==> src/rtl/thpc_pkg.sv <==
`timescale 1ns / 1ps
`default_nettype none
// ----------------------------------------------------------------------------
// thpc_pkg: shared constants for the hello policy check
// Field widths, register indexes, verdict and list mode codes, and the
// fixed byte offsets of the hello messages.
// ----------------------------------------------------------------------------
package thpc_pkg;

    localparam int unsigned ID_BITS         = 16;
    localparam int unsigned ENTRY_BITS      = 3;
    localparam int unsigned CFG_DATA_BITS   = 64;
    localparam int unsigned CFG_INDEX_BITS  = 3;
    localparam int unsigned MODE_BITS       = 2;
    localparam int unsigned VERDICT_BITS    = 2;
    localparam int unsigned COUNT_BITS      = 4;

    localparam int unsigned LIST_ENTRIES_DEF  = 4;
    localparam int unsigned POSITION_BITS_DEF = 16;

    // configuration register indexes
    localparam logic [CFG_INDEX_BITS-1:0] REG_LIST_MODE      = 3'd0;
    localparam logic [CFG_INDEX_BITS-1:0] REG_CIPHER_WORDS   = 3'd1;
    localparam logic [CFG_INDEX_BITS-1:0] REG_CIPHER_ENTRIES = 3'd2;
    localparam logic [CFG_INDEX_BITS-1:0] REG_CLIENT_WORDS   = 3'd3;
    localparam logic [CFG_INDEX_BITS-1:0] REG_CLIENT_ENTRIES = 3'd4;
    localparam logic [CFG_INDEX_BITS-1:0] REG_SERVER_WORDS   = 3'd5;
    localparam logic [CFG_INDEX_BITS-1:0] REG_SERVER_ENTRIES = 3'd6;

    // cipher list modes; anything above allow means unusable settings
    localparam logic [MODE_BITS-1:0] MODE_DENY     = 2'd0;
    localparam logic [MODE_BITS-1:0] MODE_ALLOW    = 2'd1;
    localparam logic [MODE_BITS-1:0] MODE_UNUSABLE = 2'd2;

    localparam logic [VERDICT_BITS-1:0] VERDICT_VALID   = 2'd0;
    localparam logic [VERDICT_BITS-1:0] VERDICT_INVALID = 2'd1;
    localparam logic [VERDICT_BITS-1:0] VERDICT_ERROR   = 2'd2;

    localparam logic [COUNT_BITS-1:0] COUNT_MAX = 4'd15;

    // byte offsets inside the hello messages
    localparam int unsigned CLIENT_CIPHER_LEN_POS = 'h27;
    localparam int unsigned SERVER_CIPHER_POS     = 'h47;
    localparam int unsigned SERVER_EXT_POS        = 'h4c;

endpackage

`default_nettype wire

==> src/rtl/thpc_list_match.sv <==
`timescale 1ns / 1ps
`default_nettype none
// ----------------------------------------------------------------------------
// thpc_list_match: 16-bit id lookup in a short list
// Compares one id against every valid list entry in parallel and flags a hit.
// Entry counts above the list size act as a full list.
// ----------------------------------------------------------------------------
module thpc_list_match
    import thpc_pkg::*;
#(
    parameter int unsigned LIST_ENTRIES = LIST_ENTRIES_DEF
) (
    input  wire logic [ID_BITS-1:0]              id_value,
    input  wire logic [LIST_ENTRIES*ID_BITS-1:0] list_words,
    input  wire logic [ENTRY_BITS-1:0]           list_entries,
    output logic                                 hit
);

    always_comb begin
        hit = 1'b0;
        for (int i = 0; i < LIST_ENTRIES; i++) begin
            if ((ENTRY_BITS'(i) < list_entries) &&
                (list_words[i*ID_BITS +: ID_BITS] == id_value)) begin
                hit = 1'b1;
            end
        end
    end

endmodule

`default_nettype wire

==> src/rtl/tls_hello_policy_check_unit.sv <==
`timescale 1ns / 1ps
`default_nettype none
// ----------------------------------------------------------------------------
// tls_hello_policy_check_unit: client/server hello cipher and extension check
// Parses a client hello and then a server hello one byte per beat and gives
// one verdict per exchange, on the server hello's last byte.
// ----------------------------------------------------------------------------
// The block takes one message byte per clock cycle, back to back, and the
// verdict beat appears on the m_ side the cycle after the server hello's
// last byte is taken. All parsing of a byte (position compare, field
// pointer add and the three parallel 16-bit list compares) is done in
// the cycle that takes it, so the rate is one byte per cycle; the only
// stall is a verdict beat still waiting on m_ready. Configuration must be
// written while no exchange is in flight.
module tls_hello_policy_check_unit
    import thpc_pkg::*;
#(
    parameter int unsigned LIST_ENTRIES  = LIST_ENTRIES_DEF,
    parameter int unsigned POSITION_BITS = POSITION_BITS_DEF
) (
    input  wire logic                      aclk,
    input  wire logic                      aresetn,

    input  wire logic                      s_valid,
    output logic                           s_ready,
    input  wire logic                      s_kind,
    input  wire logic [7:0]                s_data_byte,
    input  wire logic                      s_last_byte,

    output logic                           m_valid,
    input  wire logic                      m_ready,
    output logic [VERDICT_BITS-1:0]        m_verdict,
    output logic [ID_BITS-1:0]             m_chosen_cipher,
    output logic [COUNT_BITS-1:0]          m_required_found,

    input  wire logic                      cfg_wr_en,
    input  wire logic [CFG_INDEX_BITS-1:0] cfg_index,
    input  wire logic [CFG_DATA_BITS-1:0]  cfg_data
);

    localparam int unsigned POS_W   = POSITION_BITS + 1;
    localparam int unsigned NXT_W   = ((POSITION_BITS > ID_BITS) ? POSITION_BITS : ID_BITS) + 2;
    localparam int unsigned WORDS_W = LIST_ENTRIES * ID_BITS;

    localparam logic [POS_W-1:0] POS_LIMIT = {1'b1, {POSITION_BITS{1'b0}}};
    localparam logic [POS_W-1:0] POS_LAST  = {1'b0, {POSITION_BITS{1'b1}}};
    localparam logic [ENTRY_BITS-1:0] ENTRIES_MAX = ENTRY_BITS'(LIST_ENTRIES);

    typedef enum logic [3:0] {
        PH_C_LEN_HI   = 4'd0,
        PH_C_LEN_LO   = 4'd1,
        PH_C_COMP     = 4'd2,
        PH_C_WALK_T0  = 4'd3,
        PH_C_WALK_T1  = 4'd4,
        PH_C_WALK_L0  = 4'd5,
        PH_C_WALK_L1  = 4'd6,
        PH_C_DONE     = 4'd7,
        PH_S_CIPH_HI  = 4'd8,
        PH_S_CIPH_LO  = 4'd9,
        PH_S_WALK_T0  = 4'd10,
        PH_S_WALK_T1  = 4'd11,
        PH_S_WALK_L0  = 4'd12,
        PH_S_WALK_L1  = 4'd13
    } phase_t;

    // configuration
    logic [MODE_BITS-1:0]  list_mode_reg;
    logic [WORDS_W-1:0]    cipher_words_reg;
    logic [ENTRY_BITS-1:0] cipher_entries_reg;
    logic [WORDS_W-1:0]    client_words_reg;
    logic [ENTRY_BITS-1:0] client_entries_reg;
    logic [WORDS_W-1:0]    server_words_reg;
    logic [ENTRY_BITS-1:0] server_entries_reg;

    // parse state
    phase_t                  phase_reg, phase_next;
    logic [POS_W-1:0]        pos_reg, pos_next;
    logic [NXT_W-1:0]        field_pos_reg, field_pos_next;
    logic [ID_BITS-1:0]      acc_reg, acc_next;
    logic [COUNT_BITS-1:0]   match_cnt_reg, match_cnt_next;
    logic [VERDICT_BITS-1:0] client_verdict_reg, client_verdict_next;
    logic [ID_BITS-1:0]      cipher_seen_reg, cipher_seen_next;
    logic [VERDICT_BITS-1:0] cipher_verdict_reg, cipher_verdict_next;
    logic                    pending_reg, pending_next;
    logic                    too_long_reg, too_long_next;

    // result register
    logic                    m_valid_reg, m_valid_next;
    logic [VERDICT_BITS-1:0] m_verdict_reg, m_verdict_next;
    logic [ID_BITS-1:0]      m_cipher_reg, m_cipher_next;
    logic [COUNT_BITS-1:0]   m_found_reg, m_found_next;

    logic                    accept;
    logic                    restart;
    logic [ID_BITS-1:0]      acc_eff;
    logic [ID_BITS-1:0]      pair_word;
    logic                    cipher_hit;
    logic                    client_hit;
    logic                    server_hit;
    logic [ENTRY_BITS-1:0]   client_need;
    logic [ENTRY_BITS-1:0]   server_need;
    logic [VERDICT_BITS-1:0] result_verdict;

    assign s_ready = !m_valid_reg || m_ready;
    assign accept  = s_valid && s_ready;

    // a client byte after a finished client hello, or a server byte before
    // the server hello started, opens a fresh message
    assign restart = s_kind ? (phase_reg <= PH_C_DONE) : (phase_reg >= PH_C_DONE);
    assign acc_eff   = restart ? '0 : acc_reg;
    assign pair_word = {acc_eff[7:0], s_data_byte};

    assign client_need = (client_entries_reg > ENTRIES_MAX) ? ENTRIES_MAX : client_entries_reg;
    assign server_need = (server_entries_reg > ENTRIES_MAX) ? ENTRIES_MAX : server_entries_reg;

    thpc_list_match #(.LIST_ENTRIES(LIST_ENTRIES)) u_cipher_match (
        .id_value     (pair_word),
        .list_words   (cipher_words_reg),
        .list_entries (cipher_entries_reg),
        .hit          (cipher_hit)
    );

    thpc_list_match #(.LIST_ENTRIES(LIST_ENTRIES)) u_client_match (
        .id_value     (pair_word),
        .list_words   (client_words_reg),
        .list_entries (client_entries_reg),
        .hit          (client_hit)
    );

    thpc_list_match #(.LIST_ENTRIES(LIST_ENTRIES)) u_server_match (
        .id_value     (pair_word),
        .list_words   (server_words_reg),
        .list_entries (server_entries_reg),
        .hit          (server_hit)
    );

    always_comb begin
        phase_next          = phase_reg;
        pos_next            = pos_reg;
        field_pos_next      = field_pos_reg;
        acc_next            = acc_reg;
        match_cnt_next      = match_cnt_reg;
        client_verdict_next = client_verdict_reg;
        cipher_seen_next    = cipher_seen_reg;
        cipher_verdict_next = cipher_verdict_reg;
        pending_next        = pending_reg;
        too_long_next       = too_long_reg;
        result_verdict      = VERDICT_VALID;

        m_valid_next   = m_valid_reg && !m_ready;
        m_verdict_next = m_verdict_reg;
        m_cipher_next  = m_cipher_reg;
        m_found_next   = m_found_reg;

        if (accept) begin
            if (restart) begin
                pos_next            = '0;
                acc_next            = '0;
                match_cnt_next      = '0;
                pending_next        = 1'b0;
                too_long_next       = 1'b0;
                cipher_seen_next    = '0;
                cipher_verdict_next = VERDICT_VALID;
                if (!s_kind) begin
                    phase_next          = PH_C_LEN_HI;
                    field_pos_next      = NXT_W'(CLIENT_CIPHER_LEN_POS);
                    client_verdict_next = VERDICT_VALID;
                end else begin
                    phase_next     = PH_S_CIPH_HI;
                    field_pos_next = NXT_W'(SERVER_CIPHER_POS);
                    // client hello cut short by the server hello
                    if (phase_reg != PH_C_DONE) begin
                        client_verdict_next = VERDICT_ERROR;
                    end
                end
            end

            if (pos_next >= POS_LAST) begin
                too_long_next = 1'b1;
            end

            if (NXT_W'(pos_next) == field_pos_next) begin
                unique case (phase_next)
                    PH_C_LEN_HI: begin
                        acc_next       = ID_BITS'(s_data_byte);
                        field_pos_next = field_pos_next + NXT_W'(1);
                        phase_next     = PH_C_LEN_LO;
                    end
                    PH_S_CIPH_HI: begin
                        acc_next       = ID_BITS'(s_data_byte);
                        field_pos_next = field_pos_next + NXT_W'(1);
                        phase_next     = PH_S_CIPH_LO;
                    end
                    PH_C_LEN_LO: begin
                        // skip the cipher list
                        acc_next       = pair_word;
                        field_pos_next = field_pos_next + NXT_W'(1) + NXT_W'(pair_word);
                        phase_next     = PH_C_COMP;
                    end
                    PH_C_COMP: begin
                        // skip compression list and extension-list length
                        field_pos_next = field_pos_next + NXT_W'(3) + NXT_W'(s_data_byte);
                        phase_next     = PH_C_WALK_T0;
                    end
                    PH_S_CIPH_LO: begin
                        cipher_seen_next = pair_word;
                        case (list_mode_reg)
                            MODE_DENY:  cipher_verdict_next = cipher_hit ? VERDICT_INVALID
                                                                         : VERDICT_VALID;
                            MODE_ALLOW: cipher_verdict_next = cipher_hit ? VERDICT_VALID
                                                                         : VERDICT_INVALID;
                            default:    cipher_verdict_next = VERDICT_ERROR;
                        endcase
                        field_pos_next = NXT_W'(SERVER_EXT_POS);
                        phase_next     = PH_S_WALK_T0;
                    end
                    PH_C_WALK_T0, PH_C_WALK_L0, PH_S_WALK_T0, PH_S_WALK_L0: begin
                        acc_next       = ID_BITS'(s_data_byte);
                        field_pos_next = field_pos_next + NXT_W'(1);
                        phase_next     = phase_t'(phase_next + 4'd1);
                    end
                    PH_C_WALK_T1, PH_S_WALK_T1: begin
                        acc_next       = pair_word;
                        pending_next   = (phase_next == PH_C_WALK_T1) ? client_hit : server_hit;
                        field_pos_next = field_pos_next + NXT_W'(1);
                        phase_next     = phase_t'(phase_next + 4'd1);
                    end
                    PH_C_WALK_L1, PH_S_WALK_L1: begin
                        // count a listed extension and jump over its body
                        acc_next = pair_word;
                        if (pending_next && (match_cnt_next < COUNT_MAX)) begin
                            match_cnt_next = match_cnt_next + COUNT_BITS'(1);
                        end
                        pending_next   = 1'b0;
                        field_pos_next = field_pos_next + NXT_W'(1) + NXT_W'(pair_word);
                        phase_next     = (phase_next == PH_C_WALK_L1) ? PH_C_WALK_T0
                                                                      : PH_S_WALK_T0;
                    end
                    default: begin
                    end
                endcase
            end

            if (pos_next < POS_LIMIT) begin
                pos_next = pos_next + POS_W'(1);
            end

            if (s_last_byte) begin
                if (!s_kind) begin
                    if (too_long_next || (phase_next < PH_C_WALK_T0)) begin
                        client_verdict_next = VERDICT_ERROR;
                    end else if (match_cnt_next >= COUNT_BITS'(client_need)) begin
                        client_verdict_next = VERDICT_VALID;
                    end else begin
                        client_verdict_next = VERDICT_INVALID;
                    end
                    phase_next = PH_C_DONE;
                    pos_next   = '0;
                end else begin
                    if (list_mode_reg >= MODE_UNUSABLE) begin
                        result_verdict = VERDICT_ERROR;
                    end else if (client_verdict_next != VERDICT_VALID) begin
                        result_verdict = client_verdict_next;
                    end else if (too_long_next || (phase_next < PH_S_WALK_T0)) begin
                        result_verdict = VERDICT_ERROR;
                    end else if (cipher_verdict_next != VERDICT_VALID) begin
                        result_verdict = cipher_verdict_next;
                    end else if (match_cnt_next >= COUNT_BITS'(server_need)) begin
                        result_verdict = VERDICT_VALID;
                    end else begin
                        result_verdict = VERDICT_INVALID;
                    end

                    m_valid_next   = 1'b1;
                    m_verdict_next = result_verdict;
                    m_cipher_next  = cipher_seen_next;
                    m_found_next   = match_cnt_next;

                    // back to waiting for a client hello
                    phase_next          = PH_C_LEN_HI;
                    pos_next            = '0;
                    field_pos_next      = NXT_W'(CLIENT_CIPHER_LEN_POS);
                    acc_next            = '0;
                    match_cnt_next      = '0;
                    pending_next        = 1'b0;
                    too_long_next       = 1'b0;
                    client_verdict_next = VERDICT_VALID;
                    cipher_seen_next    = '0;
                    cipher_verdict_next = VERDICT_VALID;
                end
            end
        end
    end

    always_ff @(posedge aclk) begin
        if (!aresetn) begin
            list_mode_reg      <= MODE_UNUSABLE;
            cipher_words_reg   <= '0;
            cipher_entries_reg <= '0;
            client_words_reg   <= '0;
            client_entries_reg <= '0;
            server_words_reg   <= '0;
            server_entries_reg <= '0;
            phase_reg          <= PH_C_LEN_HI;
            pos_reg            <= '0;
            field_pos_reg      <= NXT_W'(CLIENT_CIPHER_LEN_POS);
            acc_reg            <= '0;
            match_cnt_reg      <= '0;
            client_verdict_reg <= VERDICT_VALID;
            cipher_seen_reg    <= '0;
            cipher_verdict_reg <= VERDICT_VALID;
            pending_reg        <= 1'b0;
            too_long_reg       <= 1'b0;
            m_valid_reg        <= 1'b0;
        end else begin
            if (cfg_wr_en) begin
                unique case (cfg_index)
                    REG_LIST_MODE:      list_mode_reg      <= cfg_data[MODE_BITS-1:0];
                    REG_CIPHER_WORDS:   cipher_words_reg   <= cfg_data[WORDS_W-1:0];
                    REG_CIPHER_ENTRIES: cipher_entries_reg <= cfg_data[ENTRY_BITS-1:0];
                    REG_CLIENT_WORDS:   client_words_reg   <= cfg_data[WORDS_W-1:0];
                    REG_CLIENT_ENTRIES: client_entries_reg <= cfg_data[ENTRY_BITS-1:0];
                    REG_SERVER_WORDS:   server_words_reg   <= cfg_data[WORDS_W-1:0];
                    REG_SERVER_ENTRIES: server_entries_reg <= cfg_data[ENTRY_BITS-1:0];
                    default: begin
                    end
                endcase
            end
            phase_reg          <= phase_next;
            pos_reg            <= pos_next;
            field_pos_reg      <= field_pos_next;
            acc_reg            <= acc_next;
            match_cnt_reg      <= match_cnt_next;
            client_verdict_reg <= client_verdict_next;
            cipher_seen_reg    <= cipher_seen_next;
            cipher_verdict_reg <= cipher_verdict_next;
            pending_reg        <= pending_next;
            too_long_reg       <= too_long_next;
            m_valid_reg        <= m_valid_next;
        end
        m_verdict_reg <= m_verdict_next;
        m_cipher_reg  <= m_cipher_next;
        m_found_reg   <= m_found_next;
    end

    assign m_valid          = m_valid_reg;
    assign m_verdict        = m_verdict_reg;
    assign m_chosen_cipher  = m_cipher_reg;
    assign m_required_found = m_found_reg;

`ifndef SYNTH
    // a verdict beat only follows the last byte of a server hello
    a_result_source: assert property (@(posedge aclk) disable iff (!aresetn)
        $rose(m_valid) |-> $past(accept && s_kind && s_last_byte))
        else $error("verdict raised without a server hello last byte");

    // after a verdict the parser waits for a fresh client hello
    a_restart_after_result: assert property (@(posedge aclk) disable iff (!aresetn)
        (accept && s_kind && s_last_byte) |=> (phase_reg == PH_C_LEN_HI && pos_reg == '0))
        else $error("parser did not restart after the verdict");

    // a finished client hello parks the parser
    a_client_done: assert property (@(posedge aclk) disable iff (!aresetn)
        (accept && !s_kind && s_last_byte) |=> (phase_reg == PH_C_DONE && pos_reg == '0))
        else $error("client hello end not recorded");

    // unusable settings always give an error verdict
    a_unusable_error: assert property (@(posedge aclk) disable iff (!aresetn)
        (accept && s_kind && s_last_byte && list_mode_reg >= MODE_UNUSABLE)
            |=> (m_valid && m_verdict == VERDICT_ERROR))
        else $error("unusable settings did not force an error verdict");
`endif

endmodule

`default_nettype wire
==> config.mk <==
export PLATFORM = sky130hd
export DESIGN_NAME = tls_hello_policy_check_unit
export DESIGN_NICKNAME = d
export VERILOG_FILES = /design/src/rtl/thpc_pkg.sv /design/src/rtl/thpc_list_match.sv /design/src/rtl/tls_hello_policy_check_unit.sv
export SDC_FILE = /design/constraint.sdc
export NUM_CORES = 1
export LEC_CHECK = 0
export ABC_AREA = 1
export ABC_CLOCK_PERIOD_IN_PS = 3000
export BUFFER_PORTS_ARGS = -buffer_cell sky130_fd_sc_hd__buf_2
export CORE_MARGIN = 2
export CORE_UTILIZATION = 45
export DETAILED_ROUTE_END_ITERATION = 6
export GPL_ROUTABILITY_DRIVEN = 0
export PLACE_DENSITY = 0.69
export SLEW_MARGIN = 20
export SYNTH_ARGS = -nofsm -noshare
export SYNTH_HDL_FRONTEND = slang
export SYNTH_HIERARCHICAL = 1
export SYNTH_SLANG_ARGS = --single-unit
==> constraint.sdc <==
create_clock -name aclk -period 3 [get_ports aclk]
set_input_delay 0.15 -clock aclk [delete_from_list [all_inputs] [get_ports aclk]]
set_output_delay 0.15 -clock aclk [all_outputs]
set_load 0.01 [all_outputs]
; ---- Yosys cells after proc, flatten, opt, wreduce, memory -nomap -nowiden
; Cells that the tools add are included.
[totals]
reg_bits = 307
in_bits = 82
out_inout_bits = 24
elab_cells = 214
[classes]
addsub = 7
magnitude_cmp = 24
eq_ne = 33
muxes = 89
reduce_logical = 40
[ops]
columns = operator, count
row1 = 16-bit equality test, 12
row2 = 16-bit 2-to-1 mux, 9
row3 = 18-bit 2-to-1 mux, 5
row4 = 18-bit case mux with 4 select lines, 1
row5 = 17-bit 2-to-1 mux, 4
row6 = 4-bit 2-to-1 mux, 15
row7 = 2-bit 2-to-1 mux, 16
row8 = 16-bit case mux with 2 select lines, 1
row9 = 1-bit 2-to-1 mux, 31
row10 = 4-bit case mux with 7 select lines, 1
row11 = 4-bit equality test (second input constant), 6
row12 = 18-bit by 1-bit adder with 18-bit output (second input constant), 1
row13 = 18-bit by 16-bit adder with 18-bit output, 1
row14 = 18-bit by 2-bit adder with 18-bit output (second input constant), 1
row15 = 18-bit by 8-bit adder with 18-bit output, 1
row16 = 17-bit by 18-bit equality test with 1-bit output, 1
row17 = 1-bit by 3-bit less-than comparator with 1-bit output (first input constant), 6
row18 = 2-bit by 3-bit less-than comparator with 1-bit output (first input constant), 6
row19 = 17-bit by 1-bit adder with 17-bit output (second input constant), 1
row20 = 17-bit by 16-bit >= comparator with 1-bit output (second input constant), 1
row21 = 17-bit less-than comparator (second input constant), 1
row22 = 1-bit logical AND, 15
row23 = 2-bit AND reduction, 7
row24 = 4-bit by 3-bit equality test with 1-bit output (second input constant), 3
row25 = other kinds (31), 47

; ---- Depth between registers and ports, before layout
[logic_depth]
depth_word = 18
depth_mapped = 30
depth_no_buf = 28

; ---- By module
; Netlist, hierarchy kept.
[by_module_without_submodules]
columns = module, n_inst, cells_per_inst, area_each_um2, seq_area_each_um2
row1 = tls_hello_policy_check_unit, 1, 2196, 15159.5, 6206.0
row2 = thpc_list_match, 3, 255, 1103.6, 0.0

; ---- Worst setup path after synthesis
; OpenSTA, ideal clock, no wires.
[synth_timing]
path_kind = reg-to-reg
startpoint = register phase_reg[2]
endpoint = register m_verdict_reg[0] (netlist: m_verdict[0]) (data pin)
setup_time_ns = 0.146
arrival_time_ns = 3.193
required_ns = 2.854
setup_slack_ns = -0.339
path_stages_with_launch = 26
path_buffers = 3
synth_period_minus_slack_ns = 3.339
path_cell_list = dfxtp_1 buf_6 nand3_1 nand2_2 nand2_2 nand2_2 buf_2 buf_2 nor2_1 inv_1 ha_1 inv_1 nor2_1 nor2_2 nor3_2 o21ai_0 inv_1 ha_1 a21boi_0 o21ai_0 nand2_1 nor2_1 nand2_1 nand2_1 nand3_1 a21oi_1
[synth_via]
elab_chain_cells = 18
elab_cells_between_ends = 79
classes_between = 2 x add/sub / 6 x order compare / 18 x eq/ne / 42 x mux / 11 x reduce/logical
[synth_lines]
columns = item, line
row1 = start: declaration, tls_hello_policy_check_unit.sv:76  ; phase_t phase_reg, phase_next;
row2 = start signal: assignment, tls_hello_policy_check_unit.sv:329  ; phase_reg <= phase_next;
row3 = 4-bit by 3-bit >= comparator with 1-bit output or 4-bit by 3-bit <= comparator with 1-bit output (tied branches), tls_hello_policy_check_unit.sv:109  ; assign restart = s_kind ? (phase_reg <= PH_C_DONE) : (phase_reg >= PH_C_DONE);
row4 = 1-bit 2-to-1 mux, tls_hello_policy_check_unit.sv:109
row5 = 16-bit 2-to-1 mux, --
row6 = 16-bit equality test, thpc_list_match.sv:23  ; (list_words[i*ID_BITS +: ID_BITS] == id_value)) begin
row7 = 1-bit logical AND, thpc_list_match.sv:22  ; if ((ENTRY_BITS'(i) < list_entries) &&
row8 = 1-bit 2-to-1 mux (4 in a row), thpc_list_match.sv:22
row9 = "1-bit 2-to-1 mux, on equally long branches", "tls_hello_policy_check_unit.sv:210, tls_hello_policy_check_unit.sv:208"
row10 = 2-bit case mux with 2 select lines, tls_hello_policy_check_unit.sv:207  ; case (list_mode_reg)
row11 = 2-bit 2-to-1 mux, tls_hello_policy_check_unit.sv:183  ; unique case (phase_next)
row12 = 2-bit 2-to-1 mux, tls_hello_policy_check_unit.sv:182  ; if (NXT_W'(pos_next) == field_pos_next) begin
row13 = 2-bit 2-to-1 mux, tls_hello_policy_check_unit.sv:155  ; if (accept) begin
row14 = 2-bit nonzero test, tls_hello_policy_check_unit.sv:266  ; end else if (cipher_verdict_next != VERDICT_VALID) begin
row15 = 2-bit 2-to-1 mux, tls_hello_policy_check_unit.sv:266
row16 = 2-bit 2-to-1 mux, tls_hello_policy_check_unit.sv:264  ; end else if (too_long_next || (phase_next < PH_S_WALK_T0)) begin
row17 = 2-bit 2-to-1 mux (*), tls_hello_policy_check_unit.sv:262  ; end else if (client_verdict_next != VERDICT_VALID) begin
row18 = end signal: assignment, tls_hello_policy_check_unit.sv:341  ; m_verdict_reg <= m_verdict_next;
row19 = end: declaration, tls_hello_policy_check_unit.sv:89  ; logic [VERDICT_BITS-1:0] m_verdict_reg, m_verdict_next;
; Mark *: on every way between the ends. The rest lies on a longest branch, timed or not. The select of a mux whose other input is x is not followed.
; A chain may end at the register's enable or synchronous reset.

; ---- Final worst setup path
[layout_timing]
startpoint = register phase_reg[0]
endpoint = register field_pos_reg[16]
[layout_via]
elab_chain_cells = 10
elab_cells_between_ends = 34
classes_between = 4 x add/sub / 2 x order compare / 13 x eq/ne / 12 x mux / 3 x reduce/logical
[layout_lines]
columns = item, line
row1 = 4-bit by 3-bit >= comparator with 1-bit output or 4-bit by 3-bit <= comparator with 1-bit output (tied branches), tls_hello_policy_check_unit.sv:109
row2 = 1-bit 2-to-1 mux, tls_hello_policy_check_unit.sv:109
row3 = 18-bit 2-to-1 mux or 4-bit 2-to-1 mux (tied branches), tls_hello_policy_check_unit.sv:156  ; if (restart) begin
row4 = 18-bit 2-to-1 mux or 4-bit 2-to-1 mux (tied branches), tls_hello_policy_check_unit.sv:155
row5 = "18-bit by 1-bit adder with 18-bit output, or another cell as far along", --
row6 = "18-bit by 16-bit adder with 18-bit output, or another cell as far along", "tls_hello_policy_check_unit.sv:197, tls_hello_policy_check_unit.sv:235"
row7 = 18-bit case mux with 4 select lines, tls_hello_policy_check_unit.sv:183
row8 = 18-bit 2-to-1 mux (*), tls_hello_policy_check_unit.sv:182
row9 = 18-bit 2-to-1 mux, tls_hello_policy_check_unit.sv:249  ; if (!s_kind) begin
row10 = 18-bit 2-to-1 mux (*), tls_hello_policy_check_unit.sv:248  ; if (s_last_byte) begin
row11 = end signal: assignment, tls_hello_policy_check_unit.sv:306  ; field_pos_reg <= NXT_W'(CLIENT_CIPHER_LEN_POS);
row12 = end signal: assignment, tls_hello_policy_check_unit.sv:331  ; field_pos_reg <= field_pos_next;
row13 = end: declaration, tls_hello_policy_check_unit.sv:78  ; logic [NXT_W-1:0] field_pos_reg, field_pos_next;
; Marked as above.

==> report_table.html <==
<table>
<tr><th>Metric</th><th>Value</th></tr>
<tr><th colspan="2">Outcome</th></tr>
<tr><td>Outcome</td><td>finished with violations</td></tr>
<tr><td>Violated checks</td><td>setup timing</td></tr>
<tr><th colspan="2">Die</th></tr>
<tr><td># IOs</td><td>106</td></tr>
<tr><td>Core box area</td><td>40600 µm²</td></tr>
<tr><td>Initial Utilization</td><td>45.4%</td></tr>
<tr><td>Placement Rows</td><td>74</td></tr>
<tr><td>Y dimension of the die</td><td>207 µm</td></tr>
<tr><td>Die area</td><td>42700 µm²</td></tr>
<tr><td>Die W</td><td>207 µm</td></tr>
<tr><th colspan="2">Timing</th></tr>
<tr><td>Hold Vio Cnt, Final</td><td>0</td></tr>
<tr><td>Setup slack of the critical path after layout</td><td>-0.529 ns</td></tr>
<tr><td>Setup TNS after final layout</td><td>-8.84 ns</td></tr>
<tr><td>Max Clock Skew</td><td>0.0203 ns</td></tr>
<tr><td>Post-route fraction of the period consumed by the critical path</td><td>118%</td></tr>
<tr><td>Timing-limited maximum frequency</td><td>283 MHz</td></tr>
<tr><td>Final Max Tran Viols</td><td>0</td></tr>
<tr><td>Transition time at the pin with the least slew margin</td><td>0.912 ns</td></tr>
<tr><td>Final setup fails</td><td>34</td></tr>
<tr><td>Min Clock Period, post-route</td><td>3.53 ns</td></tr>
<tr><td>Relative slew margins</td><td>39.2%</td></tr>
<tr><td>RSZ-0062 raised after global routing</td><td>yes</td></tr>
<tr><th colspan="2">Routing</th></tr>
<tr><td>DRC violations left</td><td>0</td></tr>
<tr><td>DR WL/cell</td><td>19.0 µm</td></tr>
<tr><td>Via count</td><td>22100</td></tr>
<tr><td>Via density</td><td>5.60</td></tr>
<tr><td>Drt first-iter violations</td><td>2268</td></tr>
<tr><td>First drt pass iteration count</td><td>7</td></tr>
<tr><td>Remaining antenna violation count</td><td>0</td></tr>
<tr><td>Final wirelength</td><td>75000 µm</td></tr>
<tr><th colspan="2">Synth</th></tr>
<tr><td>Net count after synthesis</td><td>3090</td></tr>
<tr><td>Number of flops mapped to enable cells by yosys</td><td>22</td></tr>
<tr><td>Number of instances in the synthesized netlist</td><td>2961</td></tr>
<tr><td>Total of warnings raised by yosys</td><td>6</td></tr>
<tr><td>Most used flip-flop cell after synthesis</td><td>sky130_fd_sc_hd__dfxtp_1</td></tr>
<tr><td>Synth async-reset ratio</td><td>0%</td></tr>
<tr><td>Sequential area share after synthesis</td><td>33.6%</td></tr>
<tr><td>Netlist area before placement</td><td>18500 µm²</td></tr>
<tr><td>Unique cell type count in the Yosys netlist</td><td>54</td></tr>
<tr><td>Mean area per synthesized cell</td><td>6.24 µm²</td></tr>
<tr><td>Yosys reg bits</td><td>299</td></tr>
<tr><th colspan="2">Final layout</th></tr>
<tr><td>Post-layout net count</td><td>3529</td></tr>
<tr><td>Area growth from synthesis to final layout</td><td>38.1%</td></tr>
<tr><td>Finished Layout Cells</td><td>3957</td></tr>
<tr><td>Ratio of cells with drive above 1 in the final layout</td><td>25.5%</td></tr>
<tr><th colspan="2">Clocking</th></tr>
<tr><td>Clock latency on the worst-skew pair</td><td>0.55 ns</td></tr>
<tr><td>Clock tree sinks</td><td>299</td></tr>
<tr><td># H-tree levels</td><td>2</td></tr>
<tr><td>TritonCTS clock tree</td><td>yes</td></tr>
<tr><td>Cell at the root of the clock tree</td><td>sky130_fd_sc_hd__clkbuf_16</td></tr>
<tr><td>Clock buffer count from CTS</td><td>34</td></tr>
<tr><td>Max Root-Sink Buffers</td><td>3</td></tr>
<tr><td>CTS clk-pin slew, worst paths</td><td>0.07 ns</td></tr>
<tr><th colspan="2">Run</th></tr>
<tr><td>Max Cap Viol</td><td>0</td></tr>
<tr><th colspan="2">Global route</th></tr>
<tr><td>Aggregate global routing overflow</td><td>0</td></tr>
<tr><td>Pin count of the biggest net entering global routing</td><td>209</td></tr>
<tr><td>Antenna violations before repair</td><td>2</td></tr>
<tr><td>Via count of the first global-routing pass</td><td>20000</td></tr>
<tr><td>Wire length of the first global-routing pass</td><td>107000 µm</td></tr>
<tr><td>Global router's overall resource usage</td><td>31.9%</td></tr>
<tr><th colspan="2">Place</th></tr>
<tr><td>Detail Placement HPWL</td><td>48900 µm</td></tr>
<tr><td>Placed Cells</td><td>3724</td></tr>
<tr><td>Input/output buffers</td><td>105</td></tr>
<tr><td>Setup slack after placement</td><td>-0.375 ns</td></tr>
<tr><th colspan="2">Worst setup path</th></tr>
<tr><td>CP arrival</td><td>3.95 ns</td></tr>
<tr><td>Worst setup SP type</td><td>flip-flop</td></tr>
<tr><td>Data required time at the worst endpoint</td><td>3.42 ns</td></tr>
<tr><td>Nature of the critical path endpoint</td><td>flip-flop</td></tr>
<tr><td>Max Fanout on Critical Path</td><td>7</td></tr>
<tr><td>Crit path kind</td><td>flip-flop to flip-flop</td></tr>
<tr><th colspan="2">Hold path</th></tr>
<tr><td>Hold WC Path Type</td><td>input port to flip-flop</td></tr>
<tr><th colspan="2">Pwr</th></tr>
<tr><td>Reported leakage power</td><td>11.5 nW</td></tr>
<tr><td>IR drop worst, VDD</td><td>449 µV</td></tr>
<tr><td>Design Power</td><td>10.1 mW</td></tr>
<tr><td>Total power density per cell area</td><td>397 nW/µm²</td></tr>
</table>
-- timing repair --
item,4_1_cts,5_1_grt
setup buffers,50,53
hold buffers,66,0
cloned,4,5
pin swaps,86,155
endpoints found under the setup margin,17,69
gates resized for setup,156,229
hold endpoints to repair,190,0
-- cell usage after synthesis (8+ instances only) --
cell                       instances  area share, %
sky130_fd_sc_hd__inv_1           375            7.6
sky130_fd_sc_hd__xor2_1           55            2.6
sky130_fd_sc_hd__o21ai_1          25           0.68
sky130_fd_sc_hd__buf_2            12           0.33
sky130_fd_sc_hd__nor2_2           15           0.51
sky130_fd_sc_hd__nor3_1           17           0.46
sky130_fd_sc_hd__edfxtp_1         22            3.6
sky130_fd_sc_hd__a21oi_1         191            5.2
sky130_fd_sc_hd__ha_1             45            3.0
sky130_fd_sc_hd__a31oi_1           8           0.27
sky130_fd_sc_hd__nand2_1         719             15
sky130_fd_sc_hd__nor2_1          492             10
sky130_fd_sc_hd__dfxtp_1         277             30
sky130_fd_sc_hd__buf_6             8           0.49
sky130_fd_sc_hd__xnor2_1          27            1.3
sky130_fd_sc_hd__clkbuf_1         83            1.7
sky130_fd_sc_hd__inv_2            50            1.0
sky130_fd_sc_hd__nand3_1         114            3.1
sky130_fd_sc_hd__o21ai_0         287            7.8
sky130_fd_sc_hd__buf_4             8           0.33
sky130_fd_sc_hd__o211ai_1         21           0.85
sky130_fd_sc_hd__nand4_1          37            1.3
-- cells in the final DEF, fill, tap and decap left out, types with 7 or more instances in the layout --
| cell | synthesis | final |
|---|---|---|
| sky130_fd_sc_hd__nand2_1 | 719 | 667 |
| sky130_fd_sc_hd__nor2_1 | 492 | 437 |
| sky130_fd_sc_hd__inv_1 | 375 | 342 |
| sky130_fd_sc_hd__buf_4 | 8 | 287 |
| sky130_fd_sc_hd__dfxtp_1 | 277 | 273 |
| sky130_fd_sc_hd__o21ai_0 | 287 | 250 |
| sky130_fd_sc_hd__a21oi_1 | 191 | 160 |
| sky130_fd_sc_hd__buf_2 | 12 | 104 |
| sky130_fd_sc_hd__nand3_1 | 114 | 88 |
| sky130_fd_sc_hd__inv_2 | 50 | 67 |
| sky130_fd_sc_hd__dlygate4sd3_1 | 0 | 66 |
| sky130_fd_sc_hd__nor2_2 | 15 | 49 |
| sky130_fd_sc_hd__xor2_1 | 55 | 48 |
| sky130_fd_sc_hd__o21ai_1 | 25 | 46 |
| sky130_fd_sc_hd__nand2_2 | 3 | 43 |
| sky130_fd_sc_hd__clkbuf_16 | 0 | 38 |
| sky130_fd_sc_hd__nand4_1 | 37 | 37 |
| sky130_fd_sc_hd__buf_6 | 8 | 32 |
| sky130_fd_sc_hd__a21oi_2 | 1 | 26 |
| sky130_fd_sc_hd__nor2_4 | 3 | 24 |
| sky130_fd_sc_hd__ha_4 | 0 | 23 |
| sky130_fd_sc_hd__xnor2_1 | 27 | 22 |
| sky130_fd_sc_hd__edfxtp_1 | 22 | 22 |
| sky130_fd_sc_hd__o211ai_1 | 21 | 21 |
| sky130_fd_sc_hd__ha_1 | 45 | 21 |
| sky130_fd_sc_hd__o21ai_2 | 7 | 20 |
| sky130_fd_sc_hd__nand3_2 | 3 | 19 |
| sky130_fd_sc_hd__buf_12 | 0 | 17 |
| sky130_fd_sc_hd__inv_4 | 1 | 14 |
| sky130_fd_sc_hd__nand2_4 | 0 | 11 |
| sky130_fd_sc_hd__nand3_4 | 1 | 11 |
| sky130_fd_sc_hd__nor3_1 | 17 | 10 |
| sky130_fd_sc_hd__clkbuf_1 | 83 | 8 |
| sky130_fd_sc_hd__a21oi_4 | 1 | 7 |
| sky130_fd_sc_hd__o22ai_1 | 7 | 7 |
| sky130_fd_sc_hd__clkbuf_8 | 0 | 7 |
-- cell families (layout without fill, tap and decap cells) --
family | count (synthesis) | after routing | share of synthesized area, %
adder cells (fa/ha/maj) | 47 | 47 | 3.27
AO/OA/AOI/OAI | 566 | 566 | 16.2
flip-flops | 299 | 299 | 33.6
XOR/XNOR | 83 | 83 | 3.98
buffers and inverters | 543 | 1005 | 11.6
AND/OR/NAND/NOR | 1423 | 1423 | 31.3
other | 0 | 2 | 0
-- final timing paths --
path	from	endpoint	slack, ns	cells past startpoint
max	phase_reg[0]$_SDFFE_PN0P_	field_pos_reg[16]$_SDFFE_PN0P_	-0.53	23
min	cfg_index[0]	list_mode_reg[0]$_SDFFE_PN0P_	0.08	5
max reg2reg	phase_reg[0]$_SDFFE_PN0P_	field_pos_reg[16]$_SDFFE_PN0P_	-0.53	23
min reg2reg	client_words_reg[53]$_SDFFE_PN0P_	client_words_reg[53]$_SDFFE_PN0P_	0.45	2
-- stage by stage --
stage | area (µm²) | hold WS, ns | utilization (%)
2_1_floorplan | 18700 | 0.280 | -
3_3_place_gp | 21400 | 0.402 | 52.6
3_5_place_dp | 21400 | 0.407 | 52.6
4_1_cts | 24200 | 0.0700 | 59.5
5_1_grt | 25500 | 0.0959 | 62.7
6_report | 25500 | 0.0752 | 62.7
-- metal layers --
| metal | vias up | GRT usage, % | part of all wire [%] |
|---|---|---|---|
| met3 | 382 | 4.33 | 9.9 |
| met1 | 10200 | 40.4 | 38 |
| met5 | - | 0 | 0.11 |
| li1 | 10200 | - | - |
| met4 | 2 | 15.4 | 6.6 |
| met2 | 1370 | 53.4 | 45 |
-- where the power goes --
group          internal (mW)  switching (mW)  leakage [nW]
clock                   2.59            1.80         0.563
sequential              4.12          0.0818          2.45
combinational          0.609           0.924          8.53
-- worst max-delay path, stage by stage, from the launching register on --
cell	delay (ns)
sky130_fd_sc_hd__dfxtp_2	0.34
sky130_fd_sc_hd__nand3_2	0.09
sky130_fd_sc_hd__nand2_2	0.11
sky130_fd_sc_hd__nand2_4	0.06
sky130_fd_sc_hd__buf_12	0.14
sky130_fd_sc_hd__buf_4	0.13
sky130_fd_sc_hd__nand3_4	0.09
sky130_fd_sc_hd__nand2_2	0.09
sky130_fd_sc_hd__nor2_4	0.17
sky130_fd_sc_hd__nand2_4	0.09
sky130_fd_sc_hd__buf_4	0.15
sky130_fd_sc_hd__o21ai_0	0.36
sky130_fd_sc_hd__nand2_2	0.15
sky130_fd_sc_hd__inv_1	0.11
sky130_fd_sc_hd__ha_4	0.21
sky130_fd_sc_hd__nand2_1	0.10
sky130_fd_sc_hd__inv_1	0.07
sky130_fd_sc_hd__a221oi_2	0.24
sky130_fd_sc_hd__o211ai_1	0.15
sky130_fd_sc_hd__or2_1	0.23
sky130_fd_sc_hd__nand3_1	0.07
sky130_fd_sc_hd__nand3_1	0.09
sky130_fd_sc_hd__nand2_2	0.10
sky130_fd_sc_hd__a21oi_1	0.06
-- cell type report --
type,instances,area (µm²)
fill,3462,15100
inverter,428,1660
clock buffer,50,1000
multi-input combinational,2119,11500
timing repair inverter,2,15.0
sequential,299,6210
tap,532,666
clock inverter,9,139
timing repair buffer,516,4260
antenna,2,5.00
Power figures use the tool's default switching activity.
